File: config.mk
export PLATFORM = sky130hd
export DESIGN_NAME = normalized_mixer_gain_control_core
export DESIGN_NICKNAME = d
export VERILOG_FILES = /design/src/design/nmgc_pkg.sv /design/src/design/normalized_mixer_gain_control_core.sv
export SDC_FILE = /design/constraint.sdc
export NUM_CORES = 1
export LEC_CHECK = 0
export BUFFER_PORTS_ARGS = -buffer_cell sky130_fd_sc_hd__clkbuf_2
export CORE_UTILIZATION = 50
export DETAILED_ROUTE_END_ITERATION = 6
export GPL_ROUTABILITY_DRIVEN = 1
export GPL_TIMING_DRIVEN = 0
export PLACE_DENSITY_LB_ADDON = 0.12
export SLEW_MARGIN = 10
export SYNTH_ARGS = -nofsm -noshare
export SYNTH_HDL_FRONTEND = slang
export SYNTH_SLANG_ARGS = --single-unit
File: constraint.sdc
create_clock -name clock -period 3.2 [get_ports clock]
set_input_delay 0.16 -clock clock [delete_from_list [all_inputs] [get_ports clock]]
set_output_delay 0.16 -clock clock [all_outputs]
set_load 0.005 [all_outputs]
File: src/design/nmgc_pkg.sv
// Shared widths, register codes and reset values for the normalized mixer gain control.
// No dependencies; imported by normalized_mixer_gain_control_core.
`default_nettype none
package nmgc_pkg;

   localparam int VOL_W   = 7;    // channel volume and control number width
   localparam int SUM_W   = 9;    // sum of four volumes
   localparam int GAIN_W  = 17;   // unsigned Q1.16 gain
   localparam int QBITS   = 17;   // quotient bits produced per channel
   localparam int CNT_W   = 5;    // holds QBITS - 1
   localparam int NUM_CH  = 4;
   localparam int CH_W    = 2;
   localparam int ADDR_W  = 4;
   localparam int DATA_W  = 32;
   localparam int REQ_DW  = 48;
   localparam int RSP_DW  = 24;

   // register indexes, taken from paddr[3:2]
   localparam logic [1:0] REG_OSC1  = 2'd0;
   localparam logic [1:0] REG_OSC2  = 2'd1;
   localparam logic [1:0] REG_OSC3  = 2'd2;
   localparam logic [1:0] REG_NOISE = 2'd3;

   // operation codes
   localparam logic OP_CONTROL = 1'b0;
   localparam logic OP_LOAD    = 1'b1;

   localparam logic [VOL_W-1:0] RST_OSC1_CN   = 7'd20;
   localparam logic [VOL_W-1:0] RST_OSC2_CN   = 7'd21;
   localparam logic [VOL_W-1:0] RST_OSC3_CN   = 7'd22;
   localparam logic [VOL_W-1:0] RST_NOISE_CN  = 7'd23;
   localparam logic [VOL_W-1:0] DEFAULT_VOLUME = 7'd42;

   typedef logic [VOL_W-1:0] vol_type;

endpackage
`default_nettype wire

File: src/design/normalized_mixer_gain_control_core.sv
// Normalized mixer gain control: four channel volumes, a serial divider for the gains,
// an APB-style register port. Depends on nmgc_pkg.
//
// Usage:
//   req channel: tuser = operation (0 control change, 1 load all four volumes);
//   tdata carries the control event fields and the four load volumes. A control
//   change writes every channel whose control number matches; a load writes all four.
//   rsp channel: after any change, four items in channel order, tuser = channel,
//   tdata = gain (volume * 65536 / volume sum, Q1.16, truncated, 0 for a zero sum),
//   tlast on the noise channel's item. An event that matches nothing gives no item.
//   Sequence: the item is taken, the volume sum is formed, then for each channel a
//   restoring divider produces the quotient bits (one quotient bit per cycle) and
//   the output register is loaded. An unmatched event leaves the block idle.
//   The block takes one item at a time; req_tready is high only while it is idle.
//   A stalled receiver holds the output register and the divider waits before
//   loading the next gain; the next item may be taken while the last gain waits.
//   Reset clears the volumes to 42, 42, 42, 0 and the control numbers to 20..23.
//   Registers (4-byte spacing): osc1, osc2, osc3, noise control numbers. Write them
//   only while the block is idle.
`default_nettype none
module normalized_mixer_gain_control_core
   import nmgc_pkg::*;
(
   input  wire                clock,
   input  wire                reset,
   // request stream
   input  wire                req_tvalid,
   output logic               req_tready,
   // tdata: control_number[6:0], control_value[13:7], load_osc1_volume[20:14],
   //        load_osc2_volume[27:21], load_osc3_volume[34:28], load_noise_volume[41:35]
   input  wire [REQ_DW-1:0]   req_tdata,
   // tuser: operation[0]
   input  wire                req_tuser,
   // response stream
   output logic               rsp_tvalid,
   input  wire                rsp_tready,
   // tdata: channel_gain[16:0]
   output logic [RSP_DW-1:0]  rsp_tdata,
   // tuser: channel[1:0]
   output logic [CH_W-1:0]    rsp_tuser,
   output logic               rsp_tlast,
   // register port
   input  wire                csr_psel,
   input  wire                csr_penable,
   input  wire                csr_pwrite,
   input  wire [ADDR_W-1:0]   csr_paddr,
   input  wire [DATA_W-1:0]   csr_pwdata,
   output logic [DATA_W-1:0]  csr_prdata,
   output logic               csr_pready
);

   localparam logic [1:0] ST_IDLE = 2'd0;
   localparam logic [1:0] ST_SUM  = 2'd1;
   localparam logic [1:0] ST_DIV  = 2'd2;
   localparam logic [1:0] ST_EMIT = 2'd3;

   logic [1:0]        state_ff, state_in;
   vol_type           cn_ff [NUM_CH];
   vol_type           vol_ff [NUM_CH];
   vol_type           vol_in [NUM_CH];
   logic [SUM_W-1:0]  sum_ff, sum_in;
   logic [SUM_W-1:0]  rem_ff, rem_in;
   logic [GAIN_W-1:0] quo_ff, quo_in;
   logic [CNT_W-1:0]  cnt_ff, cnt_in;
   logic [CH_W-1:0]   ch_ff, ch_in;
   logic              out_valid_ff, out_valid_in;
   logic [GAIN_W-1:0] out_gain_ff, out_gain_in;
   logic [CH_W-1:0]   out_ch_ff, out_ch_in;
   logic              out_last_ff, out_last_in;

   logic              csr_write;
   logic              req_take;
   logic              hit;
   logic [SUM_W:0]    trial;
   logic              trial_ge;
   vol_type           ctl_num, ctl_val;
   vol_type           ld_vol [NUM_CH];

   assign csr_pready = 1'b1;
   assign csr_write  = csr_psel & csr_penable & csr_pwrite & csr_pready;

   always_comb begin
      csr_prdata = '0;
      case (csr_paddr[3:2])
         REG_OSC1:  csr_prdata = {{(DATA_W-VOL_W){1'b0}}, cn_ff[0]};
         REG_OSC2:  csr_prdata = {{(DATA_W-VOL_W){1'b0}}, cn_ff[1]};
         REG_OSC3:  csr_prdata = {{(DATA_W-VOL_W){1'b0}}, cn_ff[2]};
         REG_NOISE: csr_prdata = {{(DATA_W-VOL_W){1'b0}}, cn_ff[3]};
         default:   csr_prdata = '0;
      endcase
   end

   always_ff @(posedge clock) begin
      if (reset) begin
         cn_ff[0] <= RST_OSC1_CN;
         cn_ff[1] <= RST_OSC2_CN;
         cn_ff[2] <= RST_OSC3_CN;
         cn_ff[3] <= RST_NOISE_CN;
      end else if (csr_write) begin
         cn_ff[csr_paddr[3:2]] <= csr_pwdata[VOL_W-1:0];
      end
   end

   assign ctl_num   = req_tdata[6:0];
   assign ctl_val   = req_tdata[13:7];
   assign ld_vol[0] = req_tdata[20:14];
   assign ld_vol[1] = req_tdata[27:21];
   assign ld_vol[2] = req_tdata[34:28];
   assign ld_vol[3] = req_tdata[41:35];

   assign req_tready = (state_ff == ST_IDLE);
   assign req_take   = req_tvalid & req_tready;

   // one divider step: the first compares the volume itself, later ones the doubled remainder
   assign trial    = (cnt_ff == CNT_W'(QBITS-1)) ? {1'b0, rem_ff} : {rem_ff, 1'b0};
   assign trial_ge = (trial >= {1'b0, sum_ff});

   always_comb begin
      state_in     = state_ff;
      sum_in       = sum_ff;
      rem_in       = rem_ff;
      quo_in       = quo_ff;
      cnt_in       = cnt_ff;
      ch_in        = ch_ff;
      out_valid_in = out_valid_ff;
      out_gain_in  = out_gain_ff;
      out_ch_in    = out_ch_ff;
      out_last_in  = out_last_ff;
      hit          = 1'b0;
      for (int i = 0; i < NUM_CH; i++) vol_in[i] = vol_ff[i];

      if (rsp_tready) out_valid_in = 1'b0;

      case (state_ff)
         ST_IDLE: begin
            if (req_take) begin
               if (req_tuser == OP_LOAD) begin
                  for (int i = 0; i < NUM_CH; i++) vol_in[i] = ld_vol[i];
                  state_in = ST_SUM;
               end else begin
                  for (int i = 0; i < NUM_CH; i++) begin
                     if (ctl_num == cn_ff[i]) begin
                        vol_in[i] = ctl_val;
                        hit       = 1'b1;
                     end
                  end
                  if (hit) state_in = ST_SUM;
               end
            end
         end
         ST_SUM: begin
            sum_in   = SUM_W'(vol_ff[0]) + SUM_W'(vol_ff[1])
                     + SUM_W'(vol_ff[2]) + SUM_W'(vol_ff[3]);
            ch_in    = '0;
            rem_in   = SUM_W'(vol_ff[0]);
            cnt_in   = CNT_W'(QBITS-1);
            state_in = ST_DIV;
         end
         ST_DIV: begin
            quo_in = {quo_ff[GAIN_W-2:0], trial_ge};
            rem_in = trial_ge ? SUM_W'(trial - {1'b0, sum_ff}) : trial[SUM_W-1:0];
            cnt_in = cnt_ff - 1'b1;
            if (cnt_ff == '0) state_in = ST_EMIT;
         end
         ST_EMIT: begin
            // wait for the output register to free up
            if (!out_valid_ff || rsp_tready) begin
               out_valid_in = 1'b1;
               out_gain_in  = (sum_ff == '0) ? '0 : quo_ff;
               out_ch_in    = ch_ff;
               out_last_in  = (ch_ff == CH_W'(NUM_CH-1));
               if (ch_ff == CH_W'(NUM_CH-1)) begin
                  state_in = ST_IDLE;
               end else begin
                  ch_in    = ch_ff + 1'b1;
                  rem_in   = SUM_W'(vol_ff[ch_ff + 1'b1]);
                  cnt_in   = CNT_W'(QBITS-1);
                  state_in = ST_DIV;
               end
            end
         end
         default: state_in = ST_IDLE;
      endcase
   end

   always_ff @(posedge clock) begin
      if (reset) begin
         state_ff     <= ST_IDLE;
         out_valid_ff <= 1'b0;
         vol_ff[0]    <= DEFAULT_VOLUME;
         vol_ff[1]    <= DEFAULT_VOLUME;
         vol_ff[2]    <= DEFAULT_VOLUME;
         vol_ff[3]    <= '0;
         ch_ff        <= '0;
         cnt_ff       <= '0;
      end else begin
         state_ff     <= state_in;
         out_valid_ff <= out_valid_in;
         for (int i = 0; i < NUM_CH; i++) vol_ff[i] <= vol_in[i];
         ch_ff        <= ch_in;
         cnt_ff       <= cnt_in;
      end
   end

   always_ff @(posedge clock) begin
      sum_ff      <= sum_in;
      rem_ff      <= rem_in;
      quo_ff      <= quo_in;
      out_gain_ff <= out_gain_in;
      out_ch_ff   <= out_ch_in;
      out_last_ff <= out_last_in;
   end

   assign rsp_tvalid = out_valid_ff;
   assign rsp_tdata  = {{(RSP_DW-GAIN_W){1'b0}}, out_gain_ff};
   assign rsp_tuser  = out_ch_ff;
   assign rsp_tlast  = out_last_ff;

endmodule
`default_nettype wire

==> results.yml <==
timing:
  fmax_ghz: 0.329
  finalSetupViolations: 0
  rsz0062_at_grt: "no"
  hold_viol: 0
  fin_skew_ns: 0.0103
  tightest_slew_ns: 1.06
  period_share_pct: 94.9
  hold_slack_ns: 0.0262
  relSlewSlack_pct: 28.5
  worst_slack_ns: 0.163
  layout_min_cycle_time_ns: 3.04
  maxSlewViolCount: 0
finish:
  postLayoutCoreUtil_pct: 62.1
  drive_gt1_share_pct: 25.5
  diodes: 0
  area_growth_pct: 20.9
  layout.cells.non_filler: 933
  stdcell_area_um2: 8220
  fin_nets: 876
global_routing:
  grt_start_max_net_pins: 20
  met3_usage_pct: 4.87
  busiest_layer: "met2"
  grt_pass1_vias: 4942
  track_usage_pct: 23.1
  use_met1_pct: 29.2
  antenna_found_initial: 0
  overflow: 0
  met2_usage_pct: 38.4
  grt_pass1_wl_um: 25000
cts:
  clockRootBuffer: "clkbuf_16"
  cts_buffers: 17
  clk_path_buf_depth: 2
  clock_sinks: 121
  clkTransAtPathRegs_ns: 0.06
  cts_tree: "done"
  h-tree-depth: 4
  clock_latency_ns: 0.41
worst_setup_path:
  critPathMaxFanout: 8
  crit_required_ns: 3.42
  end_kind: "register"
  cp-start-kind: "register"
  worstSetupPathType: "reg -> reg"
  cp_data_arrival_time_ns: 3.26
route:
  drc: 0
  wirelength_um: 15500
  firstDrtPassIters: 5
  viasPerCell: 5.35
  first_iter_violations: 247
  drt.antenna.violating_nets: 0
  vias: 4990
  drt-wirelength-per-cell_um: 16.6
pwr:
  p_per_area_nw_per_um2: 707
  p_leak_nw: 3.27
  peakVddDrop_v: 0.000399
outcome:
  status: "complete, no violations"
logic_synthesis:
  ys.flop_type: "edfxtp_1"
  yosysTopAreaCell: "edfxtp_1"
  avgSynthCellArea_um2: 11.2
  ys_top_cells_by_area: "edfxtp_1 37%, dfxtp_1 11%, mux4_2 4.6%, fa_1 4.4%, ha_1 4.4%"
  synth_cell_type_count: 60
  yosys_warnings: 0
  yosysTopAreaCellShare_pct: 36.7
  ys_seq_area_share_pct: 47.9
  synth-seq-cells: 121
  synth-async-reset-ratio_pct: 0
  synth_edf_count: 83
  syn_inst: 609
  synth_area_um2: 6800
floorplanning:
  die_h_um: 119
  die_area_um2: 14100
  core_um2: 13200
  die_x_um: 119
  start_util_pct: 51.3
  rows: 42
  ios: 154
place:
  place_ws_ns: -0.0522
  place.gp.congestion: 0.920
  placed_area_um2: 7580
  portBuffers: 85
  post-dp-hpwl_um: 12000
  dp_cells: 902
hold_path:
  hold_class: "in -> reg"
job:
  max_cap_violations: 0
[critical path, stage by stage (launching register included)]
cell and delay, ns:
dfxtp_1 0.35, inv_1 0.09, ha_2 0.22, and3_2 0.19, buf_2 0.16, nand2_1 0.08
nand2_1 0.08, ha_1 0.36, a21oi_1 0.21, o21ai_0 0.21, o21a_4 0.31, or4_1 0.48
o311ai_1 0.10
[cells in the final DEF (no fill, tap or decap), types with 5 or more instances in the layout]
cell,instances
a211o_1,6
a211oi_1,21
a21oi_1,37
a22oi_1,7
and2_1,37
buf_2,5
buf_4,34
clkbuf_1,15
clkbuf_16,17
clkbuf_2,85
conb_1,33
dfxtp_1,37
edfxtp_1,83
fa_1,15
ha_1,22
inv_1,25
mux4_2,14
nand2_1,34
nand2b_1,8
nand4_1,8
nor2_1,41
nor2b_1,10
nor3_1,17
nor4_1,6
o21a_1,6
o21ai_0,13
o21bai_1,6
or3_1,5
xnor2_1,21
xor2_1,17
[path summary, 6_finish.rpt]
kind / slack [ns] / depth (start not counted) / start / to
setup / recovery: 0.16 / 12 / cnt_ff[0]$_SDFFE_PP0P_ / rem_ff[0]$_DFFE_PP_
hold / removal: 0.03 / 2 / csr_pwdata[4] / cn_ff[0][4]$_SDFFCE_PN1P_
setup reg to reg: 0.16 / 12 / cnt_ff[0]$_SDFFE_PP0P_ / rem_ff[0]$_DFFE_PP_
hold reg to reg: 0.44 / 0 / quo_ff[5]$_DFFE_PP_ / quo_ff[6]$_DFFE_PP_
[power breakdown]
part           internal [mW]  leakage, nW  switching [mW]
logic                  0.775         1.89            1.04
registers               1.92         1.08           0.133
clock network           1.22        0.290           0.714
total                   3.92         3.27            1.89
[layout make-up]
cell class | count | area [µm²]
buffer | 56 | 344
clock buffer | 17 | 425
clock inverter | 14 | 173
fill | 1106 | 5020
inverter | 26 | 97.6
multi-input combinational | 437 | 3270
sequential | 121 | 3250
tap | 176 | 220
timing repair buffer | 86 | 440
[per-stage QoR]
stage                     power (mW)  TNS (ns)
after floorplan                 3.33         0
after global placement          3.74   -0.0153
after detailed placement        3.81   -0.0522
after CTS                       5.75         0
after global routing            6.11         0
final                           5.81         0
[metal layers]
| metal | share of wire, % | routed length (µm) |
|---|---|---|
| met5 | 0 | 0 |
| met4 | 2.6 | 407 |
| met3 | 5.2 | 811 |
| met2 | 49 | 7590 |
| met1 | 43 | 6710 |
[flip-flops by register name, summed over array words and instances, names as in the netlist]
name and count:
ch_ff 2, state_ff 2, rem_ff 9, out_gain_ff 17
vol_ff 28, cn_ff 28, rsp_tlast 1, quo_ff 17
rsp_tuser 2, cnt_ff 5, rsp_tvalid 1, sum_ff 9
[repair_timing]
action                     in CTS  in global routing
pin swaps                       0                  0
hold buffers                    0                  0
resized for setup               1                 12
setup endpoints to repair       2                 11
setup buffers                   0                  0
[logic make-up (layout without fill, tap and decap cells)]
family / Yosys count / in the layout / share of synthesized area [%]
multiplexers: 16 / 16 / 4.93
AO/OA/AOI/OAI: 122 / 122 / 12.1
flip-flops: 121 / 121 / 47.9
adder cells (fa/ha/maj): 39 / 39 / 8.83
other: 2 / 33 / 0.110
AND/OR/NAND/NOR: 189 / 189 / 14.7
XOR/XNOR: 38 / 38 / 4.90
buffers and inverters: 82 / 199 / 6.50
[synth_stat cells, types with 4 or more instances]
master and count:
buf_2 5, ha_1 24, xnor2_1 21, nor2b_1 10, xor2_1 17, a21oi_1 37, clkbuf_1 15, nand2b_1 8
buf_4 34, dfxtp_1 38, a211o_1 6, nand2_1 34, o21a_1 7, nor2_1 43, nand4_1 8, fa_1 15
inv_1 26, mux4_2 14, or3_1 5, and2_1 37, or2_2 4, a211oi_1 21, nor3_1 17, a22oi_1 7
o21bai_1 6, nor4_1 6, edfxtp_1 83, o21ai_0 14
Note: power is estimated with default switching activity, not from simulation.
